$ cat src/rtl/sra_pkg.sv
// shared types and constants for the staging ring allocator
`default_nettype none

package sra_pkg;

    // result status codes
    localparam logic [2:0] ST_GRANTED = 3'd0;
    localparam logic [2:0] ST_ZERO    = 3'd1;
    localparam logic [2:0] ST_LARGE   = 3'd2;
    localparam logic [2:0] ST_NOSPACE = 3'd3;
    localparam logic [2:0] ST_FULL    = 3'd4;
    localparam logic [2:0] ST_FREED   = 3'd5;

    // command codes carried on the input tuser
    localparam logic CMD_ALLOC = 1'b0;
    localparam logic CMD_FREE  = 1'b1;

    // bit positions in the entry flags
    localparam int unsigned FLAG_WRAPPED = 0;
    localparam int unsigned FLAG_FREED   = 1;

    // register map: index taken from paddr[2]
    localparam logic        REG_RING_CAPACITY = 1'b0;
    localparam logic [31:0] CAPACITY_RESET    = 32'd16777216;

    // region granularity in bytes, a power of two so rounding up is an add and a mask
    localparam int unsigned ALIGNMENT  = 256;
    localparam logic [32:0] ALIGN_MASK = ~33'(ALIGNMENT - 1);

    typedef struct packed {
        logic [31:0] owner;
        logic [31:0] start;
        logic [31:0] length;
        logic [1:0]  flags;
    } entry_t;

    typedef struct packed {
        logic load;
        logic latch_aligned;
        logic alloc_commit;
        logic scan_rd;
        logic scan_next;
        logic mark;
        logic ret_rd;
        logic retire;
        logic free_end;
        logic emit;
    } dp_cmd_t;

    typedef struct packed {
        logic scan_more;
        logic match;
        logic count_zero;
        logic oldest_freed;
    } dp_sts_t;

endpackage

`default_nettype wire

$ cat src/rtl/sra_ctrl.sv
// controller state machine sequencing allocate and free commands
`default_nettype none

module sra_ctrl
    import sra_pkg::*;
(
    input  wire logic    clk,
    input  wire logic    rst_n,
    input  wire logic    in_valid,
    input  wire logic    in_command,
    input  wire logic    out_free,
    input  wire dp_sts_t sts,
    output logic         in_ready,
    output dp_cmd_t      cmd
);

    typedef enum logic [9:0] {
        S_IDLE     = 10'b00_0000_0001,
        S_LATCH    = 10'b00_0000_0010,
        S_COMMIT   = 10'b00_0000_0100,
        S_SCAN_RD  = 10'b00_0000_1000,
        S_SCAN_CHK = 10'b00_0001_0000,
        S_MARK     = 10'b00_0010_0000,
        S_RET_RD   = 10'b00_0100_0000,
        S_RET_CHK  = 10'b00_1000_0000,
        S_FREE_END = 10'b01_0000_0000,
        S_RESULT   = 10'b10_0000_0000
    } state_t;

    state_t state_reg;
    state_t state_next;

    always_comb
    begin
        state_next = state_reg;
        cmd        = '0;
        in_ready   = 1'b0;
        unique case (state_reg)
            S_IDLE:
            begin
                in_ready = 1'b1;
                if (in_valid)
                begin
                    cmd.load   = 1'b1;
                    state_next = (in_command == CMD_FREE) ? S_SCAN_RD : S_LATCH;
                end
            end
            S_LATCH:
            begin
                cmd.latch_aligned = 1'b1;
                state_next        = S_COMMIT;
            end
            S_COMMIT:
            begin
                cmd.alloc_commit = 1'b1;
                state_next       = S_RESULT;
            end
            S_SCAN_RD:
            begin
                if (sts.scan_more)
                begin
                    cmd.scan_rd = 1'b1;
                    state_next  = S_SCAN_CHK;
                end
                else
                begin
                    state_next = S_RET_RD;
                end
            end
            S_SCAN_CHK:
            begin
                if (sts.match)
                begin
                    state_next = S_MARK;
                end
                else
                begin
                    cmd.scan_next = 1'b1;
                    state_next    = S_SCAN_RD;
                end
            end
            S_MARK:
            begin
                cmd.mark   = 1'b1;
                state_next = S_RET_RD;
            end
            S_RET_RD:
            begin
                if (sts.count_zero)
                begin
                    state_next = S_FREE_END;
                end
                else
                begin
                    cmd.ret_rd = 1'b1;
                    state_next = S_RET_CHK;
                end
            end
            S_RET_CHK:
            begin
                if (sts.oldest_freed)
                begin
                    cmd.retire = 1'b1;
                    state_next = S_RET_RD;
                end
                else
                begin
                    state_next = S_FREE_END;
                end
            end
            S_FREE_END:
            begin
                cmd.free_end = 1'b1;
                state_next   = S_RESULT;
            end
            S_RESULT:
            begin
                if (out_free)
                begin
                    cmd.emit   = 1'b1;
                    state_next = S_IDLE;
                end
            end
            default:
            begin
                state_next = S_IDLE;
            end
        endcase
    end

    always_ff @(posedge clk or negedge rst_n)
    begin
        if (!rst_n)
        begin
            state_reg <= S_IDLE;
        end
        else
        begin
            state_reg <= state_next;
        end
    end

endmodule

`default_nettype wire

$ cat src/rtl/sra_datapath.sv
// datapath: ring pointers, block table memory, alignment rounding
`default_nettype none

module sra_datapath
    import sra_pkg::*;
#(
    parameter int MAX_BLOCKS = 16,
    localparam int CNT_W     = $clog2(MAX_BLOCKS + 1)
)
(
    input  wire logic        clk,
    input  wire logic        rst_n,
    input  wire dp_cmd_t     cmd,
    input  wire logic [31:0] in_task_id,
    input  wire logic [31:0] in_request_size,
    input  wire logic [31:0] ring_capacity,
    output dp_sts_t          sts,
    output logic [2:0]       res_status,
    output logic [31:0]      res_offset,
    output logic [31:0]      used_bytes,
    output logic [CNT_W-1:0] block_count
);

    localparam int IDX_W = $clog2(MAX_BLOCKS);
    localparam logic [CNT_W-1:0] MAX_C   = CNT_W'(MAX_BLOCKS);

    function automatic logic [IDX_W-1:0] slot_of(input logic [IDX_W-1:0] base,
                                                 input logic [CNT_W-1:0] pos);
        logic [CNT_W:0] sum;
        sum = (CNT_W + 1)'(base) + (CNT_W + 1)'(pos);
        if (sum >= (CNT_W + 1)'(MAX_BLOCKS))
        begin
            sum = sum - (CNT_W + 1)'(MAX_BLOCKS);
        end
        return sum[IDX_W-1:0];
    endfunction

    entry_t mem [MAX_BLOCKS];

    logic [31:0]           owner_reg;
    logic [31:0]           size_reg;
    logic [32:0]           aligned_reg;
    logic [32:0]           aligned_next;
    logic [31:0]           head_reg;
    logic [31:0]           head_next;
    logic [31:0]           tail_reg;
    logic [31:0]           tail_next;
    logic [31:0]           total_reg;
    logic [31:0]           total_next;
    logic [IDX_W-1:0]      oldest_reg;
    logic [IDX_W-1:0]      oldest_next;
    logic [CNT_W-1:0]      count_reg;
    logic [CNT_W-1:0]      count_next;
    logic [CNT_W-1:0]      scan_reg;
    logic [CNT_W-1:0]      scan_next;
    logic [IDX_W-1:0]      rd_addr_reg;
    entry_t                rd_data_reg;
    logic [2:0]            res_status_reg;
    logic [2:0]            res_status_next;
    logic [31:0]           res_offset_reg;
    logic [31:0]           res_offset_next;

    // memory port controls
    logic                  mem_we;
    logic [IDX_W-1:0]      mem_waddr;
    entry_t                mem_wdata;
    logic                  mem_re;
    logic [IDX_W-1:0]      mem_raddr;

    // allocation decision
    logic                  size_zero;
    logic                  too_large;
    logic                  table_full;
    logic                  table_empty;
    logic [32:0]           head_sum;
    logic                  alloc_grant;
    logic                  alloc_wrap;
    logic [2:0]            alloc_status;
    logic [31:0]           alloc_offset;
    logic [31:0]           alloc_head;
    logic [31:0]           tot_base;
    logic [33:0]           tot_sum;
    logic [31:0]           tot_sat;

    // round up to the next region boundary
    assign aligned_next = ({1'b0, size_reg} + 33'(ALIGNMENT - 1)) & ALIGN_MASK;

    assign size_zero   = (size_reg == '0);
    assign too_large   = (size_reg > {1'b0, ring_capacity[31:1]});
    assign table_full  = (count_reg >= MAX_C);
    assign table_empty = (count_reg == '0);
    assign head_sum    = {1'b0, head_reg} + aligned_reg;

    always_comb
    begin
        alloc_grant  = 1'b0;
        alloc_wrap   = 1'b0;
        alloc_status = ST_NOSPACE;
        alloc_offset = '0;
        alloc_head   = head_reg;
        priority if (size_zero)
        begin
            alloc_status = ST_ZERO;
        end
        else if (too_large)
        begin
            alloc_status = ST_LARGE;
        end
        else if (table_full)
        begin
            alloc_status = ST_FULL;
        end
        else if (table_empty)
        begin
            alloc_grant  = 1'b1;
            alloc_status = ST_GRANTED;
            alloc_head   = aligned_reg[31:0];
        end
        else if (head_reg >= tail_reg)
        begin
            if (head_sum <= {1'b0, ring_capacity})
            begin
                alloc_grant  = 1'b1;
                alloc_status = ST_GRANTED;
                alloc_offset = head_reg;
                alloc_head   = head_sum[31:0];
            end
            else if ({1'b0, tail_reg} > aligned_reg)
            begin
                // end of the ring is full, restart below tail
                alloc_grant  = 1'b1;
                alloc_wrap   = 1'b1;
                alloc_status = ST_GRANTED;
                alloc_head   = aligned_reg[31:0];
            end
        end
        else if (head_sum < {1'b0, tail_reg})
        begin
            alloc_grant  = 1'b1;
            alloc_status = ST_GRANTED;
            alloc_offset = head_reg;
            alloc_head   = head_sum[31:0];
        end
    end

    assign tot_base = table_empty ? '0 : total_reg;
    assign tot_sum  = {2'b00, tot_base} + {1'b0, aligned_reg};
    assign tot_sat  = (tot_sum[33:32] != 2'b00) ? '1 : tot_sum[31:0];

    always_comb
    begin
        head_next       = head_reg;
        tail_next       = tail_reg;
        total_next      = total_reg;
        oldest_next     = oldest_reg;
        count_next      = count_reg;
        scan_next       = scan_reg;
        res_status_next = res_status_reg;
        res_offset_next = res_offset_reg;
        mem_we          = 1'b0;
        mem_waddr       = rd_addr_reg;
        mem_wdata       = rd_data_reg;

        if (cmd.load)
        begin
            scan_next = '0;
        end
        if (cmd.scan_next)
        begin
            scan_next = scan_reg + 1'b1;
        end

        if (cmd.alloc_commit)
        begin
            res_status_next = alloc_status;
            res_offset_next = alloc_offset;
            if (alloc_grant)
            begin
                head_next                    = alloc_head;
                total_next                   = tot_sat;
                count_next                   = count_reg + 1'b1;
                mem_we                       = 1'b1;
                mem_waddr                    = slot_of(oldest_reg, count_reg);
                mem_wdata.owner              = owner_reg;
                mem_wdata.start              = alloc_offset;
                mem_wdata.length             = aligned_reg[31:0];
                mem_wdata.flags              = '0;
                mem_wdata.flags[FLAG_WRAPPED] = alloc_wrap;
                if (table_empty)
                begin
                    tail_next = '0;
                end
            end
        end

        if (cmd.mark)
        begin
            mem_we                     = 1'b1;
            mem_wdata.flags[FLAG_FREED] = 1'b1;
        end

        if (cmd.retire)
        begin
            total_next  = (total_reg >= rd_data_reg.length) ?
                          (total_reg - rd_data_reg.length) : '0;
            tail_next   = rd_data_reg.flags[FLAG_WRAPPED] ? rd_data_reg.length :
                          (rd_data_reg.start + rd_data_reg.length);
            oldest_next = slot_of(oldest_reg, CNT_W'(1));
            count_next  = count_reg - 1'b1;
        end

        if (cmd.free_end)
        begin
            res_status_next = ST_FREED;
            res_offset_next = '0;
            if (table_empty)
            begin
                head_next  = '0;
                tail_next  = '0;
                total_next = '0;
            end
        end
    end

    assign mem_re    = cmd.scan_rd | cmd.ret_rd;
    assign mem_raddr = cmd.scan_rd ? slot_of(oldest_reg, scan_reg) : oldest_reg;

    always_ff @(posedge clk)
    begin
        if (mem_we)
        begin
            mem[mem_waddr] <= mem_wdata;
        end
        if (mem_re)
        begin
            rd_data_reg <= mem[mem_raddr];
        end
    end

    always_ff @(posedge clk or negedge rst_n)
    begin
        if (!rst_n)
        begin
            head_reg   <= '0;
            tail_reg   <= '0;
            total_reg  <= '0;
            oldest_reg <= '0;
            count_reg  <= '0;
            scan_reg   <= '0;
        end
        else
        begin
            head_reg   <= head_next;
            tail_reg   <= tail_next;
            total_reg  <= total_next;
            oldest_reg <= oldest_next;
            count_reg  <= count_next;
            scan_reg   <= scan_next;
        end
    end

    always_ff @(posedge clk)
    begin
        if (cmd.load)
        begin
            owner_reg <= in_task_id;
            size_reg  <= in_request_size;
        end
        if (cmd.latch_aligned)
        begin
            aligned_reg <= aligned_next;
        end
        if (mem_re)
        begin
            rd_addr_reg <= mem_raddr;
        end
        res_status_reg <= res_status_next;
        res_offset_reg <= res_offset_next;
    end

    assign sts.scan_more    = (scan_reg < count_reg);
    assign sts.match        = (rd_data_reg.owner == owner_reg);
    assign sts.count_zero   = table_empty;
    assign sts.oldest_freed = rd_data_reg.flags[FLAG_FREED];

    assign res_status  = res_status_reg;
    assign res_offset  = res_offset_reg;
    assign used_bytes  = total_reg;
    assign block_count = count_reg;

`ifndef ASSERT_OFF
    a_count_bound: assert property (@(posedge clk) disable iff (!rst_n)
        count_reg <= MAX_C)
        else $error("block count above table depth");

    a_retire_held: assert property (@(posedge clk) disable iff (!rst_n)
        cmd.retire |-> (!sts.count_zero && sts.oldest_freed))
        else $error("retire of an empty table or an unfreed block");

    a_grant_appends: assert property (@(posedge clk) disable iff (!rst_n)
        (cmd.alloc_commit && alloc_grant) |=>
            (count_reg == CNT_W'($past(count_reg) + 1'b1)))
        else $error("granted block not appended");

    a_empty_clears: assert property (@(posedge clk) disable iff (!rst_n)
        (cmd.free_end && table_empty) |=>
            (head_reg == '0 && tail_reg == '0 && total_reg == '0))
        else $error("empty table left ring pointers set");
`endif

endmodule

`default_nettype wire

$ cat src/rtl/staging_ring_allocator_top.sv
// staging ring allocator top: config port, control, datapath, result register
// allocate: latch the beat, round the size up, commit the block, then emit the result beat
// free: scan held entries for the owner, mark the match freed, retire freed blocks from the oldest, then emit
// one command in flight; the next beat is taken once the result sits in the output register
// rst_n clears ring pointers, byte count, table fill and sets ring_capacity to 16777216
// table entries are not cleared; only held entries are ever read
`default_nettype none

module staging_ring_allocator_top
    import sra_pkg::*;
#(
    parameter int MAX_BLOCKS = 16
)
(
    input  wire logic        clk,
    input  wire logic        rst_n,
    // input beats
    input  wire logic        s_tvalid,
    output logic             s_tready,
    input  wire logic [63:0] s_tdata,   // task_id [31:0], request_size [63:32]
    input  wire logic        s_tuser,   // command [0]
    // result beats
    output logic             m_tvalid,
    input  wire logic        m_tready,
    output logic [71:0]      m_tdata,   // status [2:0], offset [34:3], used_bytes [66:35],
                                        // active_blocks [71:67]
    // configuration
    input  wire logic        psel,
    input  wire logic        penable,
    input  wire logic        pwrite,
    input  wire logic [2:0]  paddr,
    input  wire logic [31:0] pwdata,
    output logic [31:0]      prdata,
    output logic             pready
);

    localparam int CNT_W = $clog2(MAX_BLOCKS + 1);

    logic [31:0]      capacity_reg;
    logic [31:0]      capacity_next;
    logic             m_tvalid_reg;
    logic             m_tvalid_next;
    logic [71:0]      m_tdata_reg;
    logic             out_free;
    logic             cfg_write;
    dp_cmd_t          cmd;
    dp_sts_t          sts;
    logic [2:0]       res_status;
    logic [31:0]      res_offset;
    logic [31:0]      used_bytes;
    logic [CNT_W-1:0] block_count;

    assign pready    = 1'b1;
    assign cfg_write = psel & penable & pwrite & pready & (paddr[2] == REG_RING_CAPACITY);
    assign capacity_next = cfg_write ? pwdata : capacity_reg;
    assign prdata    = (paddr[2] == REG_RING_CAPACITY) ? capacity_reg : '0;

    always_ff @(posedge clk or negedge rst_n)
    begin
        if (!rst_n)
        begin
            capacity_reg <= CAPACITY_RESET;
        end
        else
        begin
            capacity_reg <= capacity_next;
        end
    end

    sra_ctrl u_ctrl (
        .clk        (clk),
        .rst_n      (rst_n),
        .in_valid   (s_tvalid),
        .in_command (s_tuser),
        .out_free   (out_free),
        .sts        (sts),
        .in_ready   (s_tready),
        .cmd        (cmd)
    );

    sra_datapath #(
        .MAX_BLOCKS (MAX_BLOCKS)
    ) u_datapath (
        .clk             (clk),
        .rst_n           (rst_n),
        .cmd             (cmd),
        .in_task_id      (s_tdata[31:0]),
        .in_request_size (s_tdata[63:32]),
        .ring_capacity   (capacity_reg),
        .sts             (sts),
        .res_status      (res_status),
        .res_offset      (res_offset),
        .used_bytes      (used_bytes),
        .block_count     (block_count)
    );

    // result register: free once empty or being taken this cycle
    assign out_free = !m_tvalid_reg || m_tready;

    always_comb
    begin
        m_tvalid_next = m_tvalid_reg;
        if (cmd.emit)
        begin
            m_tvalid_next = 1'b1;
        end
        else if (m_tready)
        begin
            m_tvalid_next = 1'b0;
        end
    end

    always_ff @(posedge clk or negedge rst_n)
    begin
        if (!rst_n)
        begin
            m_tvalid_reg <= 1'b0;
        end
        else
        begin
            m_tvalid_reg <= m_tvalid_next;
        end
    end

    always_ff @(posedge clk)
    begin
        if (cmd.emit)
        begin
            m_tdata_reg <= {5'(block_count), used_bytes, res_offset, res_status};
        end
    end

    assign m_tvalid = m_tvalid_reg;
    assign m_tdata  = m_tdata_reg;

endmodule

`default_nettype wire
$ cat config.mk
export PLATFORM = sky130hd
export DESIGN_NAME = staging_ring_allocator_top
export DESIGN_NICKNAME = d
export VERILOG_FILES = /design/src/rtl/sra_pkg.sv /design/src/rtl/sra_ctrl.sv /design/src/rtl/sra_datapath.sv /design/src/rtl/staging_ring_allocator_top.sv
export SDC_FILE = /design/constraint.sdc
export NUM_CORES = 2
export LEC_CHECK = 0
export BUFFER_PORTS_ARGS = -buffer_cell sky130_fd_sc_hd__buf_2
export CAP_MARGIN = 10
export CORE_MARGIN = 4
export CORE_UTILIZATION = 30
export CTS_BUF_LIST = sky130_fd_sc_hd__clkbuf_8
export DETAILED_ROUTE_END_ITERATION = 12
export GPL_TIMING_DRIVEN = 0
export SLEW_MARGIN = 20
export SYNTH_ARGS = -nofsm -noshare
export SYNTH_HDL_FRONTEND = slang
export SYNTH_SLANG_ARGS = --single-unit
$ cat constraint.sdc
create_clock -name clk -period 11.9 [get_ports clk]
set_clock_uncertainty 0.2 [all_clocks]
set_input_delay 2.38 -clock clk [delete_from_list [all_inputs] [get_ports clk]]
set_output_delay 2.38 -clock clk [all_outputs]
set_load 0.1 [all_outputs]
==> results.sh <==
export IMPL_finalMaxSlewViolations=0
export IMPL_synth_seq_cells=2019
export IMPL_synth_warnings=0
export IMPL_grt_pass1_vias=61600
export IMPL_worstMarginPinSlew_ns=1.188
export IMPL_ir_drop_mv=0.08097
export IMPL_post_route_period_util_pct=80.53
export IMPL_pin_count=214
export IMPL_avgSynthCellArea_um2=11.74
export IMPL_fin_area_um2=103200
export IMPL_clk_latency_ns=0.97
export IMPL_relSlewSlack_pct=18.55
export IMPL_cellLeakagePower_nw=37.50
export IMPL_row_count=199
export IMPL_ys_flop_type="edfxtp_1"
export IMPL_synth_edf_count=1831
export IMPL_syn_to_final_growth_pct=16.46
export IMPL_start_util_pct=30.14
export IMPL_cts_buffer_depth=4
export IMPL_synth_top_cell_area_share_pct=62.05
export IMPL_route_final_wire_length_mm=298.1
export IMPL_most_common_layout_cells="nand2_1, edfxtp_1, nand3_1, clkbuf_8, clkbuf_1"
export IMPL_cts_buffers=324
export IMPL_synth_cell_types=88
export IMPL_vias_per_cell=5.238
export IMPL_cp_arrival_ns=10.01
export IMPL_firstDrtPassIters=9
export IMPL_cts_resized=0
export IMPL_crit_path_start_kind="flip-flop"
export IMPL_max_freq_mhz=104.3
export IMPL_post_place_ws_ns=2.528
export IMPL_cts_clk_slew_worst_paths_ns=0.06
export IMPL_hold_viol_final=0
export IMPL_nets=8591
export IMPL_cp_max_fo=25
export IMPL_async_flop_share_pct=7.578
export IMPL_cts_setup_buffers=0
export IMPL_clock_sinks=2019
export IMPL_worstSetupEndpointType="flip-flop"
export IMPL_synth_area_leader_cell="edfxtp_1"
export IMPL_fin_util_pct=35.10
export IMPL_crit_top_cell="buf_12"
export IMPL_dp_hpwl_mm=217.0
export IMPL_setup_ws_ns=2.317
export IMPL_crit_chain="ha_1 > fa_1 > a211oi_1 > o21ai_1 > o21ai_0 > a21boi_1 > a21oi_1 > o21bai_1 > a21oi_1 > xnor2_1 > ha_1 > a2111oi_0 > o211ai_1 > o31a_1 > a32o_1 > a211oi_2 > clkbuf_1 > a31oi_1 > nor2_4 > buf_12 > buf_12 > buf_12"
export IMPL_dr_wl_met3_mm=30.30
export IMPL_dieWidth_um=551.5
export IMPL_pwr_density_cell_nw_per_um2=147.7
export IMPL_hold_path_class="flip-flop to flip-flop"
export IMPL_drt_initial_drc_count=8045
export IMPL_cts_hold_buf=0
export IMPL_drive_above_1_share_pct=10.35
export IMPL_reg2reg_slack_ns=2.32
export IMPL_synth_area_um2=88620
export IMPL_maxCapViolCount=0
export IMPL_dpl_cell_area_um2=97360
export IMPL_highest_layer="met5"
export IMPL_drc_errors=0
export IMPL_via_count=64810
export IMPL_seq_area_frac_synth_pct=67.16
export IMPL_final_common_cell="nand2_1"
export IMPL_htreeDepth=5
export IMPL_grt_pass1_wl_mm=425.4
export IMPL_rsz0062_at_grt="false"
export IMPL_largest_reg_flops=1568
export IMPL_n_fill_cell=28770
export IMPL_clockRootBuffer="clkbuf_8"
export IMPL_core_area_um2=294100
export IMPL_syn_nets=7931
export IMPL_cts_tree="yes"
export IMPL_gr_total_overflow=0
export IMPL_antenna_found_initial=16
export IMPL_synthTopCellsByArea="edfxtp_1, nand2_1, nand3_1"
export IMPL_gr_usage_all_layers_pct=18.86
export IMPL_cp_required_ns=12.33
export IMPL_r2r_start="u_datapath.aligned_reg[8]$_DFFE_PP_"
export IMPL_die_area_um2=304200
export IMPL_route_met2_wl_mm=128.5
export IMPL_netlist_instances=7548
export IMPL_cp_slowest_cell="clkbuf_1"
export IMPL_ant_nets=0
export IMPL_critical_path_class="flip-flop to flip-flop"
export IMPL_setup_viol=0
export IMPL_max_stage_delay_ns=0.84
export IMPL_die_y_um=551.5
export IMPL_min_from="u_datapath.res_offset[27]$_SDFFE_PN0N_"
export IMPL_finalCriticalPeriod_ns=9.583
export IMPL_m1WireLength_mm=127.5
export IMPL_critPathLaunch="u_datapath.aligned_reg[8]$_DFFE_PP_"
export IMPL_routabilityCongestion=0.9195
export IMPL_port_buffers=210
export IMPL_grt_max_degree=85
export IMPL_outcome="finished, final reports clean"
export IMPL_wl_per_cell_um=24.09
## path summary, 6_finish.rpt
check	cells after the start	end
worst max-delay path	22	u_datapath.mem[6][87]$_DFFE_PP_
worst min-delay path	0	m_tdata[30]$_DFFE_PP_
worst max register to register	22	u_datapath.mem[6][87]$_DFFE_PP_
worst min register to register	0	m_tdata[30]$_DFFE_PP_
max in group asynchronous	2	u_ctrl.state_reg[0]$_DFFE_PN1P_
min in group asynchronous	1	u_datapath.used_bytes[13]$_DFF_PN0_
## area by class of cell
cell class | count | area, µm² | share of cell area, %
Sequential cell | 2019 | 59510 | 57.67
Clock buffer | 334 | 4597 | 4.454
Multi-Input combinational cell | 4974 | 27180 | 26.34
Tap cell | 3919 | 4903 | 4.751
Buffer | 393 | 1556 | 1.508
Timing Repair Buffer | 334 | 3596 | 3.484
Antenna cell | 12 | 30.03 | 0.02910
Inverter | 162 | 610.6 | 0.5917
Clock inverter | 227 | 1210 | 1.172
## critical path, delay by kind of cell (launching register included)
kind | cells | cell delay [ns]
AOI/OAI and AO/OA | 13 | 4.54
xor gates and xnor gates | 1 | 0.52
adders and majority gates | 3 | 0.96
buffers and inverters | 4 | 1.53
DFF | 1 | 0.70
and+or+nand+nor | 1 | 0.77
## Yosys cell counts, drive strengths merged (7+ instances only)
library cell and n:
fa 7, a31oi 32, xor2 42, inv 162, o21ai 152, a22o 53
o221ai 7, a22oi 9, a21oi 193, nand2b 23, nand3 1275, or2 10
nor2b 20, o31ai 10, o21a 49, nand3b 9, and2 41, a211oi 43
nand2 1902, edfxtp 1831, a211o 8, dfrtp 151, o31a 24, xnor2 108
dfxtp 35, ha 269, mux2i 13, nor4 28, o21bai 14, nor2 186
mux2 33, nor3b 18, buf 53, and4 11, clkbuf 340, or3 9
and3 27, a21o 79, o211ai 18, nor3 40, nand4 142
## power breakdown
group	leakage, nW	total (mW)	internal, mW	switching, mW
logic	15.5	1.61	0.526	1.08
registers	18.7	8.06	7.85	0.209
clock network	3.32	5.57	2.78	2.79
## metal layers
metal	up-vias	global-route usage, %
li1	28850	-
met1	31930	26.73
met2	3462	28.29
met3	554	4.094
met4	6	7.069
met5	-	0
## stage by stage
step                cells   TNS, ns  power (mW)  hold WS, ns
floorplan            7548         0       9.184       0.2081
global placement    11680  -5672.11       9.716       0.2186
detailed placement  11800         0       9.775       0.2224
CTS                 12360         0       15.31       0.2157
global route        12360         0       15.82       0.2221
finish              12370         0       15.24       0.2261
## logic make-up (layout without fill, tap and decap cells)
| kind of cell | after synthesis | after routing | share of synthesized area [%] |
|---|---|---|---|
| AO/OA/AOI/OAI | 749 | 749 | 5.574 |
| adder cells (fa/ha/maj) | 276 | 276 | 3.956 |
| buffers and inverters | 555 | 1450 | 2.404 |
| XOR/XNOR | 150 | 150 | 1.483 |
| flip-flops | 2019 | 2019 | 67.16 |
| AND/OR/NAND/NOR | 3752 | 3752 | 18.85 |
| other | 1 | 13 | 0.004232 |
| multiplexers | 46 | 46 | 0.5662 |
Power figures use the tool's default switching activity.
